==> src/rtl/assert_macros.svh <==
// Assertion helpers used by the RTL module.
`ifndef ASSERT_MACROS_SVH
`define ASSERT_MACROS_SVH

// Checks a property on every rising clock edge, held off while reset is high.
`define ASSERT_CLK(label, clock, reset, prop, msg) \
  label: assert property (@(posedge clock) disable iff (reset) prop) else $error(msg);

// Checks a property on every rising clock edge, reset included.
`define ASSERT_ALWAYS(label, clock, prop, msg) \
  label: assert property (@(posedge clock) prop) else $error(msg);

`endif

==> src/rtl/rgbaob_pkg.sv <==
`default_nettype none

package rgbaob_pkg;

  // Field widths.
  localparam int PixW   = 8;
  localparam int PosW   = 12;
  localparam int DimW   = 13;
  localparam int IdxW   = 2;
  localparam int ProdW  = 16;
  localparam int WideW  = 24;
  localparam int SumW   = 17;
  localparam int InW    = 88;
  localparam int OutW   = 32;

  // Largest frame dimension; register values above it act as it.
  localparam logic [DimW-1:0] MaxDim = 13'd4096;

  // Configuration register indexes.
  localparam logic [IdxW-1:0] REG_OVERLAY_WIDTH  = 2'd0;
  localparam logic [IdxW-1:0] REG_OVERLAY_HEIGHT = 2'd1;
  localparam logic [IdxW-1:0] REG_KEEP_X         = 2'd2;
  localparam logic [IdxW-1:0] REG_KEEP_Y         = 2'd3;

  // One RGBA pixel; red sits in the lowest bits.
  typedef struct packed {
    logic [PixW-1:0] alpha;
    logic [PixW-1:0] blue;
    logic [PixW-1:0] green;
    logic [PixW-1:0] red;
  } pixel_t;

  // Saturates a written dimension at the frame limit.
  function automatic logic [DimW-1:0] clamp_dim(input logic [DimW-1:0] v);
    return (v > MaxDim) ? MaxDim : v;
  endfunction

  // First guess of x/255 from x * 0x01010101 / 2^32. The guess is the
  // true quotient or one below it.
  function automatic logic [ProdW-1:0] div255_est(input logic [WideW-1:0] x);
    logic [47:0] acc;
    acc = {x, 24'h0} + {8'h0, x, 16'h0} + {16'h0, x, 8'h0} + {24'h0, x};
    return acc[47:32];
  endfunction

  // Corrects the guess: one step up when the remainder reaches 255.
  function automatic logic [ProdW-1:0] div255_fix(input logic [WideW-1:0] x,
                                                  input logic [ProdW-1:0] q);
    logic [WideW:0] prod;
    logic [WideW:0] rem;
    prod = {1'b0, q, 8'h0} - {9'h0, q};
    rem  = {1'b0, x} - prod;
    return (rem >= 25'd255) ? q + 16'd1 : q;
  endfunction

endpackage

`default_nettype wire

==> src/rtl/rgba_over_blend_with_keep_region.sv <==
// Channel   Dir  Fields (lowest bit up)
// s_axis    in   column, row, base r/g/b/a, top r/g/b/a (88 bits)
// m_axis    out  out_red, out_green, out_blue, out_alpha (32 bits)
// cfg       in   cfg_wr_en, cfg_index, cfg_wr_data (13 bits)
//
// A pixel passes from input beat to output beat through six register stages,
// one pixel per cycle sustained while the output is not stalled (two multiply
// stages, then two two-step divide-by-255 units), each with its own valid bit.
// Synchronous reset clears the valid bits and the four registers to zero.
// A stalled output holds its beat; each stage still fills while the stage
// after it has room, so bubbles are squeezed out and nothing is lost.
`default_nettype none

`include "assert_macros.svh"

module rgba_over_blend_with_keep_region (
  input  wire logic                        clk,
  input  wire logic                        rst,
  // column, row, base_red, base_green, base_blue, base_alpha,
  // top_red, top_green, top_blue, top_alpha
  input  wire logic [rgbaob_pkg::InW-1:0]  s_axis_tdata,
  input  wire logic                        s_axis_tvalid,
  output logic                             s_axis_tready,
  // out_red, out_green, out_blue, out_alpha
  output logic      [rgbaob_pkg::OutW-1:0] m_axis_tdata,
  output logic                             m_axis_tvalid,
  input  wire logic                        m_axis_tready,
  input  wire logic                        cfg_wr_en,
  input  wire logic [rgbaob_pkg::IdxW-1:0] cfg_index,
  input  wire logic [rgbaob_pkg::DimW-1:0] cfg_wr_data
);

  localparam int NumCh = 3;

  // Configuration registers.
  logic [rgbaob_pkg::DimW-1:0] overlay_width;
  logic [rgbaob_pkg::DimW-1:0] overlay_height;
  logic [rgbaob_pkg::DimW-1:0] keep_x;
  logic [rgbaob_pkg::DimW-1:0] keep_y;

  always_ff @(posedge clk) begin
    if (rst) begin
      overlay_width  <= '0;
      overlay_height <= '0;
      keep_x         <= '0;
      keep_y         <= '0;
    end else if (cfg_wr_en) begin
      unique case (cfg_index)
        rgbaob_pkg::REG_OVERLAY_WIDTH:  overlay_width  <= rgbaob_pkg::clamp_dim(cfg_wr_data);
        rgbaob_pkg::REG_OVERLAY_HEIGHT: overlay_height <= rgbaob_pkg::clamp_dim(cfg_wr_data);
        rgbaob_pkg::REG_KEEP_X:         keep_x         <= rgbaob_pkg::clamp_dim(cfg_wr_data);
        rgbaob_pkg::REG_KEEP_Y:         keep_y         <= rgbaob_pkg::clamp_dim(cfg_wr_data);
        default: ;
      endcase
    end
  end

  // Input beat fields.
  logic [rgbaob_pkg::PosW-1:0] in_column;
  logic [rgbaob_pkg::PosW-1:0] in_row;
  rgbaob_pkg::pixel_t          in_base;
  rgbaob_pkg::pixel_t          in_top;

  assign in_column = s_axis_tdata[11:0];
  assign in_row    = s_axis_tdata[23:12];
  assign in_base   = s_axis_tdata[55:24];
  assign in_top    = s_axis_tdata[87:56];

  // Stage valid bits and load enables; a stage loads when it is empty or
  // the stage after it loads.
  logic v1, v2, v3, v4, v5, v6;
  logic en1, en2, en3, en4, en5, en6;

  assign en6 = !v6 || m_axis_tready;
  assign en5 = !v5 || en6;
  assign en4 = !v4 || en5;
  assign en3 = !v3 || en4;
  assign en2 = !v2 || en3;
  assign en1 = !v1 || en2;
  assign s_axis_tready = en1;

  always_ff @(posedge clk) begin
    if (rst) begin
      v1 <= 1'b0;
      v2 <= 1'b0;
      v3 <= 1'b0;
      v4 <= 1'b0;
      v5 <= 1'b0;
      v6 <= 1'b0;
    end else begin
      if (en1) v1 <= s_axis_tvalid;
      if (en2) v2 <= v1;
      if (en3) v3 <= v2;
      if (en4) v4 <= v3;
      if (en5) v5 <= v4;
      if (en6) v6 <= v5;
    end
  end

  // Region test, written in full for clarity.
  logic in_keep;
  assign in_keep =
    (({1'b0, in_column} < keep_x) && ({1'b0, in_row} < keep_y)) ||
    ({1'b0, in_column} >= overlay_width) || ({1'b0, in_row} >= overlay_height);

  // Stage 1: region flag, top weight products and base weight.
  logic                         keep1;
  rgbaob_pkg::pixel_t           base1;
  logic [rgbaob_pkg::PixW-1:0]  ta1;
  logic [rgbaob_pkg::ProdW-1:0] tp1 [NumCh];
  logic [rgbaob_pkg::ProdW-1:0] ab255_1;
  logic [rgbaob_pkg::PixW-1:0]  top_c [NumCh];

  assign top_c[0] = in_top.red;
  assign top_c[1] = in_top.green;
  assign top_c[2] = in_top.blue;

  always_ff @(posedge clk) begin
    if (en1) begin
      keep1   <= in_keep;
      base1   <= in_base;
      ta1     <= in_top.alpha;
      ab255_1 <= {8'h0, in_base.alpha} * {8'h0, 8'd255 - in_top.alpha};
      for (int c = 0; c < NumCh; c++) begin
        tp1[c] <= {8'h0, in_top.alpha} * {8'h0, top_c[c]};
      end
    end
  end

  // Stage 2: base term products and the alpha quotient guess.
  logic                         keep2;
  rgbaob_pkg::pixel_t           base2;
  logic [rgbaob_pkg::PixW-1:0]  ta2;
  logic [rgbaob_pkg::ProdW-1:0] tp2 [NumCh];
  logic [rgbaob_pkg::WideW-1:0] p2 [NumCh];
  logic [rgbaob_pkg::ProdW-1:0] ab255_2;
  logic [rgbaob_pkg::ProdW-1:0] qa2;
  logic [rgbaob_pkg::PixW-1:0]  base_c1 [NumCh];

  assign base_c1[0] = base1.red;
  assign base_c1[1] = base1.green;
  assign base_c1[2] = base1.blue;

  always_ff @(posedge clk) begin
    if (en2) begin
      keep2   <= keep1;
      base2   <= base1;
      ta2     <= ta1;
      ab255_2 <= ab255_1;
      qa2     <= rgbaob_pkg::div255_est({8'h0, ab255_1});
      for (int c = 0; c < NumCh; c++) begin
        tp2[c] <= tp1[c];
        p2[c]  <= {8'h0, ab255_1} * {16'h0, base_c1[c]};
      end
    end
  end

  // Stage 3: final alpha, quotient guesses for the base terms.
  logic                         keep3;
  rgbaob_pkg::pixel_t           base3;
  logic [rgbaob_pkg::PixW-1:0]  alpha3;
  logic [rgbaob_pkg::ProdW-1:0] tp3 [NumCh];
  logic [rgbaob_pkg::WideW-1:0] p3 [NumCh];
  logic [rgbaob_pkg::ProdW-1:0] pq3 [NumCh];
  logic [rgbaob_pkg::ProdW-1:0] qa_fixed;

  assign qa_fixed = rgbaob_pkg::div255_fix({8'h0, ab255_2}, qa2);

  always_ff @(posedge clk) begin
    if (en3) begin
      keep3  <= keep2;
      base3  <= base2;
      alpha3 <= ta2 + qa_fixed[rgbaob_pkg::PixW-1:0];
      for (int c = 0; c < NumCh; c++) begin
        tp3[c] <= tp2[c];
        p3[c]  <= p2[c];
        pq3[c] <= rgbaob_pkg::div255_est(p2[c]);
      end
    end
  end

  // Stage 4: corrected base terms added to the top terms.
  logic                         keep4;
  rgbaob_pkg::pixel_t           base4;
  logic [rgbaob_pkg::PixW-1:0]  alpha4;
  logic [rgbaob_pkg::SumW-1:0]  sum4 [NumCh];
  logic [rgbaob_pkg::ProdW-1:0] pq_fixed [NumCh];

  always_comb begin
    for (int c = 0; c < NumCh; c++) begin
      pq_fixed[c] = rgbaob_pkg::div255_fix(p3[c], pq3[c]);
    end
  end

  always_ff @(posedge clk) begin
    if (en4) begin
      keep4  <= keep3;
      base4  <= base3;
      alpha4 <= alpha3;
      for (int c = 0; c < NumCh; c++) begin
        sum4[c] <= {1'b0, tp3[c]} + {1'b0, pq_fixed[c]};
      end
    end
  end

  // Stage 5: quotient guesses for the channel sums.
  logic                         keep5;
  rgbaob_pkg::pixel_t           base5;
  logic [rgbaob_pkg::PixW-1:0]  alpha5;
  logic [rgbaob_pkg::SumW-1:0]  sum5 [NumCh];
  logic [rgbaob_pkg::ProdW-1:0] sq5 [NumCh];

  always_ff @(posedge clk) begin
    if (en5) begin
      keep5  <= keep4;
      base5  <= base4;
      alpha5 <= alpha4;
      for (int c = 0; c < NumCh; c++) begin
        sum5[c] <= sum4[c];
        sq5[c]  <= rgbaob_pkg::div255_est({7'h0, sum4[c]});
      end
    end
  end

  // Stage 6: corrected channels and the pass-through choice.
  rgbaob_pkg::pixel_t           out6;
  rgbaob_pkg::pixel_t           blend5;
  logic [rgbaob_pkg::ProdW-1:0] sq_fixed [NumCh];

  always_comb begin
    for (int c = 0; c < NumCh; c++) begin
      sq_fixed[c] = rgbaob_pkg::div255_fix({7'h0, sum5[c]}, sq5[c]);
    end
    blend5.red   = sq_fixed[0][rgbaob_pkg::PixW-1:0];
    blend5.green = sq_fixed[1][rgbaob_pkg::PixW-1:0];
    blend5.blue  = sq_fixed[2][rgbaob_pkg::PixW-1:0];
    blend5.alpha = alpha5;
  end

  always_ff @(posedge clk) begin
    if (en6) begin
      out6 <= keep5 ? base5 : blend5;
    end
  end

  assign m_axis_tdata  = out6;
  assign m_axis_tvalid = v6;

  // A beat held in a stage that cannot move on stays there.
  `ASSERT_CLK(a_stage3_hold, clk, rst, v3 && !en4 |=> v3, "stage 3 beat dropped")
  // The input side is open whenever the first stage is empty.
  `ASSERT_CLK(a_ready_empty, clk, rst, !v1 |-> s_axis_tready, "ready low with empty stage")
  // Reset leaves no beat behind in the output stage.
  `ASSERT_ALWAYS(a_reset_clear, clk, rst |=> !m_axis_tvalid, "valid after reset")

endmodule

`default_nettype wire
==> config.mk <==
export PLATFORM = sky130hd
export DESIGN_NAME = rgba_over_blend_with_keep_region
export DESIGN_NICKNAME = d
export VERILOG_FILES = /design/src/rtl/rgbaob_pkg.sv /design/src/rtl/rgba_over_blend_with_keep_region.sv
export VERILOG_INCLUDE_DIRS = /design/src /design/src/rtl
export SDC_FILE = /design/constraint.sdc
export NUM_CORES = 2
export LEC_CHECK = 0
export ABC_AREA = 1
export BUFFER_PORTS_ARGS = -buffer_cell sky130_fd_sc_hd__buf_2
export CAP_MARGIN = 10
export CORE_ASPECT_RATIO = 0.9
export CORE_MARGIN = 8
export CORE_UTILIZATION = 43
export DETAILED_ROUTE_END_ITERATION = 8
export PLACE_DENSITY = 0.6
export SYNTH_ARGS = -nofsm -noshare
export SYNTH_HDL_FRONTEND = slang
export SYNTH_SLANG_ARGS = --single-unit
==> constraint.sdc <==
create_clock -name clk -period 14.61 [get_ports clk]
set_input_delay 0.7305 -clock clk [delete_from_list [all_inputs] [get_ports clk]]
set_output_delay 0.7305 -clock clk [all_outputs]
set_load 0.02 [all_outputs]
# [Yosys cells after proc, flatten, opt, wreduce, memory -nomap -nowiden]
# Memory sizes are Yosys's and may differ from the RTL's.
# Cells that the tools add are included.
[word_totals] out_inout_bits=34 word_cells=164 n_memories=9 regBits=338 mem_bits_rw=474 in_bits=108
[mem_list] name="p2" depth=3 width=24 read_ports=3 rd_clocked_by_memory_dff=0 wr=3 line="rgba_over_blend_with_keep_region.sv:135" source="logic [rgbaob_pkg::WideW-1:0] p2 [NumCh];"
[mem_list] name="p3" depth=3 width=24 read_ports=3 rd_clocked_by_memory_dff=0 wr=3 line="rgba_over_blend_with_keep_region.sv:163" source="logic [rgbaob_pkg::WideW-1:0] p3 [NumCh];"
[mem_list] name="sum4" depth=3 width=17 read_ports=3 rd_clocked_by_memory_dff=0 wr=3 line="rgba_over_blend_with_keep_region.sv:186" source="logic [rgbaob_pkg::SumW-1:0] sum4 [NumCh];"
[mem_list] name="sum5" depth=3 width=17 read_ports=3 rd_clocked_by_memory_dff=0 wr=3 line="rgba_over_blend_with_keep_region.sv:210" source="logic [rgbaob_pkg::SumW-1:0] sum5 [NumCh];"
[mem_list] name="pq3" depth=3 width=16 read_ports=3 rd_clocked_by_memory_dff=0 wr=3 line="rgba_over_blend_with_keep_region.sv:164" source="logic [rgbaob_pkg::ProdW-1:0] pq3 [NumCh];"
[mem_list] name="tp1" depth=3 width=16 read_ports=3 rd_clocked_by_memory_dff=0 wr=3 line="rgba_over_blend_with_keep_region.sv:110" source="logic [rgbaob_pkg::ProdW-1:0] tp1 [NumCh];"
[mem_list] name="3 more memories"
[classes] n_eq_ne=3 n_mul=7 n_mux=19 n_reduce_logical=20 n_lt_le_gt_ge=12 n_addsub=47
[ops] cell="greater-or-equal comparator 25 x 8 -> 1 bit, second input constant" n=7
[ops] cell="subtractor 24 x 16 -> 25 bit" n=6
[ops] cell="adder 48 x 24 -> 48 bit" n=3
[ops] cell="adder 48 x 32 -> 48 bit" n=3
[ops] cell="adder 48 x 40 -> 48 bit" n=3
[ops] cell="adder 43 x 17 -> 44 bit" n=3
[ops] cell="adder 42 x 25 -> 43 bit" n=3
[ops] cell="adder 41 x 33 -> 42 bit" n=3
[ops] cell="subtractor 17 x 25 -> 25 bit" n=3
[ops] cell="subtractor 24 x 25 -> 25 bit" n=3
[ops] cell="multiplier 16 x 8 -> 24 bit" n=3
[ops] cell="multiplier 8 x 8 -> 16 bit" n=4
[ops] cell="adder 16 x 16 -> 17 bit" n=3
[ops] cell="adder 16 x 1 -> 16 bit, second input constant" n=3
[ops] cell="two-way mux 16 bit" n=3
[ops] cell="adder 42 x 16 -> 43 bit" n=1
[ops] cell="adder 41 x 24 -> 42 bit" n=1
[ops] cell="adder 40 x 32 -> 41 bit" n=1
[ops] cell="adder 8 x 1 -> 8 bit, second input constant" n=4
[ops] cell="two-way mux 32 bit" n=1
[ops] cell="two-way mux 8 bit" n=4
[ops] cell="greater-or-equal comparator 12 x 13 -> 1 bit" n=2
[ops] cell="< comparator 12 x 13 -> 1 bit" n=2
[ops] cell="subtractor 16 x 25 -> 25 bit" n=1
[ops] cell="other kinds (13)" n=38

# [Depth between registers and ports, before layout]
[logic_depth] depth_word=9 mapped_depth=34 mapped_depth_nobuf=34

# [Least setup slack after synthesis]
# Ideal clock, no wire load.
[synth_timing] path_kind="input -> register" from="input port m_axis_tready" to="register ab255_2[0] (netlist name) (enable)" n_path_buf=0 required_time_ps=14076 setup_time_ps=534 arrival_time_ps=14224 cell_stages=10 setup_slack_ps=-148 cell_sequence="nor2_1 inv_1 nor2_1 inv_1 nor2_1 inv_1 nor2_1 inv_1 nor2_1 inv_1"
[synth_between] elab_chain_len=5
[synth_lines] element="start: declaration" line="rgba_over_blend_with_keep_region.sv:27" source="input wire logic m_axis_tready,"
[synth_lines] element="logical OR 1 bit" line="rgba_over_blend_with_keep_region.sv:74" source="assign en6 = !v6 || m_axis_tready;"
[synth_lines] element="via en6" line="rgba_over_blend_with_keep_region.sv:72" source="logic en1, en2, en3, en4, en5, en6;"
[synth_lines] element="logical OR 1 bit" line="rgba_over_blend_with_keep_region.sv:75" source="assign en5 = !v5 || en6;"
[synth_lines] element="via en5" line="rgba_over_blend_with_keep_region.sv:72"
[synth_lines] element="logical OR 1 bit" line="rgba_over_blend_with_keep_region.sv:76" source="assign en4 = !v4 || en5;"
[synth_lines] element="via en4" line="rgba_over_blend_with_keep_region.sv:72"
[synth_lines] element="logical OR 1 bit" line="rgba_over_blend_with_keep_region.sv:77" source="assign en3 = !v3 || en4;"
[synth_lines] element="via en3" line="rgba_over_blend_with_keep_region.sv:72"
[synth_lines] element="logical OR 1 bit" line="rgba_over_blend_with_keep_region.sv:78" source="assign en2 = !v2 || en3;"
[synth_lines] element="via en2" line="rgba_over_blend_with_keep_region.sv:72"
[synth_lines] element="end signal: assignment" line="rgba_over_blend_with_keep_region.sv:149" source="ab255_2 <= ab255_1;"
[synth_lines] element="end: declaration" line="rgba_over_blend_with_keep_region.sv:136" source="logic [rgbaob_pkg::ProdW-1:0] ab255_2;"
# The timed path passes the listed nets, and every way through them passes these cells.
# A chain may end at the register's enable or synchronous reset.

==> flow_results.org <==
** Clock tree
- Resized Gates After CTS :: 0
- Counting every sink on the clock net gives 804.
- The root buffer cell chosen for the clock tree is sky130_fd_sc_hd__clkbuf_16.
- Post-CTS timing repair inserted 0 buffers for setup.
- Num CTS Buffers :: 90
- After clock tree synthesis, the flow added hold-fix buffers numbering 0.
- CTS built an H-tree with a depth of 3.
- TritonCTS built the clock tree.
- Longest Clk Path Bufs :: 3
- Worst skew pair latency :: approximately 710 ps
- Clock-pin slew on the worst setup and hold paths :: around 60 ps

** Synth
- Cell taking the most area after synthesis :: sky130_fd_sc_hd__edfxtp_1
- Synth Area per Inst :: 8.32 µm²
- Synthesis handed over a netlist of around 8600 instances.
- After synthesis, the netlist uses 55 different library cells.
- Post-synthesis compound-gate area fraction :: under 10%
- Synthesis inferred between 800 and 900 register bits.
- Count of flip-flops with a built-in enable after synthesis :: between 700 and 800
- The mapped netlist covers ~72000 µm².
- Async set-or-reset flop fraction in the synthesized netlist :: 0%
- Summing the areas of all fa, ha and maj instances in the mapped netlist gives between 20 and 30% of the synthesized area.
- Prevailing post-synth register cell :: sky130_fd_sc_hd__edfxtp_1
- When the netlist entered floorplanning its net count stood at around 10000.
- Count of warnings emitted by yosys :: 0
- Largest family of logic cells by synthesized area :: adder cells
- Share of synthesized cell area in and, or, nand and nor gates :: 19.7%
- Summing the areas of all xor and xnor instances in the mapped netlist gives 3.94% of the synthesized area.
- Multiplexer area fraction after synthesis :: 0%
- Largest cells by area after synthesis :: sky130_fd_sc_hd__edfxtp_1 31%, sky130_fd_sc_hd__ha_1 14%, sky130_fd_sc_hd__fa_1 13%, sky130_fd_sc_hd__nand2_1 12%, sky130_fd_sc_hd__inv_1 9.4%
- Of the post-synthesis cell area, the dominant cell type holds between 30% and 40%.
- Sequential cells were found to cover between 30% and 40% of the synthesized design area.

** Timing
- Setup violations remaining at the end of the flow were counted as 0.
- Part of the cycle the worst path needs :: a little over two fifths
- Setup repair after global routing left no endpoint under its margin.
- Final total negative setup slack :: 0 ps
- Actual slew at the worst max-slew pin :: between 1000 and 1500 ps
- The clock arrives with between 50 and 60 ps of skew.
- Final number of hold-violating endpoints :: 0
- Timing would allow up to between 150 and 200 MHz.
- Clock period minus worst slack :: between 6000 and 7000 ps
- Final worst hold slack :: approximately 190 ps
- The number of max-slew violations in the final report was 0.
- Headroom to the max-slew limit came out at roughly 22%.

** GRT
- The via count of the first global-routing pass was about 56000.
- In this run the most used layer during global routing was met2.
- For met3 alone, demand over resource in global routing was under 10%.
- In the global route stage, met1 resource usage came out at 30.0%.
- Global routing used about a third of the available met2 tracks.
- The initial antenna violation count is 11.
- Global-route wire length before repair :: around 300 mm
- Total routing usage reported by global routing :: between 20% and 30%
- After global routing the overflow that remains totals 0.
- Entering global routing, the biggest net connects 86 pins.

** Placed design
- The placed instances occupy a cell area of 74700 µm².
- Final weighted congestion in routability-driven placement :: between 0.9 and 1
- HPWL after DPL :: around 150 mm
- Port Buffers :: 141

** Drt
- Once detail routing completed, the nets flagged for antenna violations numbered 0.
- Detailed-route DRC error count :: 0
- Drt first pass iters :: 6
- Average wire length per cell after detail routing :: between 15 and 20 µm
- The routed layout has ~55000 vias.
- Number of vias per cell :: 5.04
- Detailed router's first-iteration violation count :: about 4200
- The routed design has between 150 and 200 mm of wire.

** Floorplanning
- Die Wd :: around 450 µm
- Starting utilization of the core area :: 43.1%
- Placeable core area :: 166000 µm²
- From bottom edge to top edge, the die measures around 400 µm.
- Pin placement for this block handled 142 I/O pins.
- In this run the core area contains 142 standard-cell rows.
- The die covers about 180000 µm².

** Worst setup path
- Data on the critical path is required at its endpoint by roughly 15000 ps.
- STA classifies the critical path startpoint as a flip-flop.
- Along the worst path, the maximum fanout reaches 17.
- Endpoint type of the worst setup path :: flip-flop
- Data arrives at the worst endpoint at 6560 ps.
- The worst setup path is of the flip-flop to flip-flop kind.

** Finish
- The layout has between 15000 and 20000 filler cells.
- Most common cell after layout, fill and taps aside :: sky130_fd_sc_hd__nand2_1
- Core Util, Final :: a little under half
- Nets :: 10100
- The multi-input combinational cells in the finished layout cover a total of between 40000 and 50000 µm².
- Share of layout cells above drive strength 1 :: about 4.4%
- Growth of design area from synthesis to finish :: 8.72%
- Leading cell types in the layout, fill and taps excluded :: 2328 x sky130_fd_sc_hd__nand2_1, 1781 x sky130_fd_sc_hd__inv_1, 800 x sky130_fd_sc_hd__ha_1
- Across the whole layout, storage elements account for between 20000 and 25000 µm².
- After routing the design area is approximately 78000 µm².

** Outcome
- Run status :: completed

** Job
- Max-cap violations in this run came to 0.

** Worst hold path
- The path class of the tightest hold or removal check is input pin to flip-flop.
-- logic make-up after synthesis --
kind of cell / count (synthesis)
buffers and inverters: 1973
DFF: 804
xor gates and xnor gates: 322
adders and majority gates: 1258
and+or+nand+nor: 3415
AOI/OAI and AO/OA: 827
-- Yosys cell counts, drive strengths merged (2+ instances only) --
library cell and count:
o211ai 16, nand4 139, buf 24, o22ai 2, a21boi 16, o21ai 229
o21bai 16, a21oi 458, nor2 501, a221oi 5, nor4 24, or2 6
xor2 239, a21o 23, o311ai 2, fa 458, a211oi 6, and3 3
nand3 268, edfxtp 746, and2 21, o2111ai 8, clkbuf 150, xnor2 83
a31oi 21, clkinv 4, nand3b 47, ha 800, inv 1795, a31o 2
o21a 13, dfxtp 58, nor3 69, nor3b 3, o31ai 5, nand2 2334
-- critical path, stage by stage (launching register included) --
cell	delay (ps)
sky130_fd_sc_hd__edfxtp_1	530
sky130_fd_sc_hd__fa_1	560
sky130_fd_sc_hd__inv_1	40
sky130_fd_sc_hd__ha_1	380
sky130_fd_sc_hd__nand2_1	170
sky130_fd_sc_hd__nor3_1	380
sky130_fd_sc_hd__nand3_1	180
sky130_fd_sc_hd__nand4_1	120
sky130_fd_sc_hd__nand2_1	70
sky130_fd_sc_hd__nor2_1	80
sky130_fd_sc_hd__nand2_1	90
sky130_fd_sc_hd__nor2_4	390
sky130_fd_sc_hd__nand3_4	260
sky130_fd_sc_hd__nand2_1	110
sky130_fd_sc_hd__nand2_1	100
sky130_fd_sc_hd__inv_1	90
sky130_fd_sc_hd__ha_1	170
sky130_fd_sc_hd__inv_1	60
sky130_fd_sc_hd__fa_1	390
sky130_fd_sc_hd__o21ai_0	330
sky130_fd_sc_hd__a21oi_1	150
sky130_fd_sc_hd__o21ai_0	400
sky130_fd_sc_hd__a21boi_0	240
sky130_fd_sc_hd__o21ai_0	310
sky130_fd_sc_hd__a21oi_1	130
sky130_fd_sc_hd__xor2_1	150
-- flip-flops by register name, summed over array words and instances, names as in the netlist, 13 cells and up --
name            count
sum4               51
tp2                48
base5              32
base1              32
tp3                48
sq5                30
overlay_height     13
p2                 72
overlay_width      13
pq3                48
keep_x             13
m_axis_tdata       32
ab255_1            16
ab255_2            16
base4              32
sum5               51
p3                 72
tp1                48
base3              32
base2              32
keep_y             13
-- per-layer routing --
layer,routed length [µm],vias to the layer above
li1,-,27500
met3,10000,247
met2,86000,1310
met4,4810,2
met1,90700,26400
met5,11,-
-- per-stage QoR --
step           std cells  setup slack [ps]
3_5_place_dp       10800              8530
6_report           11000              8490
2_1_floorplan       8599              1810
3_3_place_gp       10800              8700
4_1_cts            11000              8520
5_1_grt            11000              7870
-- worst paths after layout --
path,slack [ps],end,cells after the start,from
setup / recovery,8490,sum4[0][48],25,pq3[0][36]
hold / removal,190,base1[6],1,s_axis_tdata[30]
setup reg to reg,8490,sum4[0][48],25,pq3[0][36]
hold reg to reg,410,tp2[0][44],0,tp1[0][44]
-- cell type report --
cell class | instances | area share, %
Antenna cell | 4 | 0.0129
Clock buffer | 106 | 3.01
Clock inverter | 61 | 0.965
Inverter | 1799 | 8.70
Multi-Input combinational cell | 5822 | 52.2
Sequential cell | 804 | 30.3
Tap cell | 2232 | 3.59
Timing Repair Buffer | 179 | 1.30
Power is not shown: default switching activity piles up to over one toggle a cycle in this logic, so the estimate is an artifact.
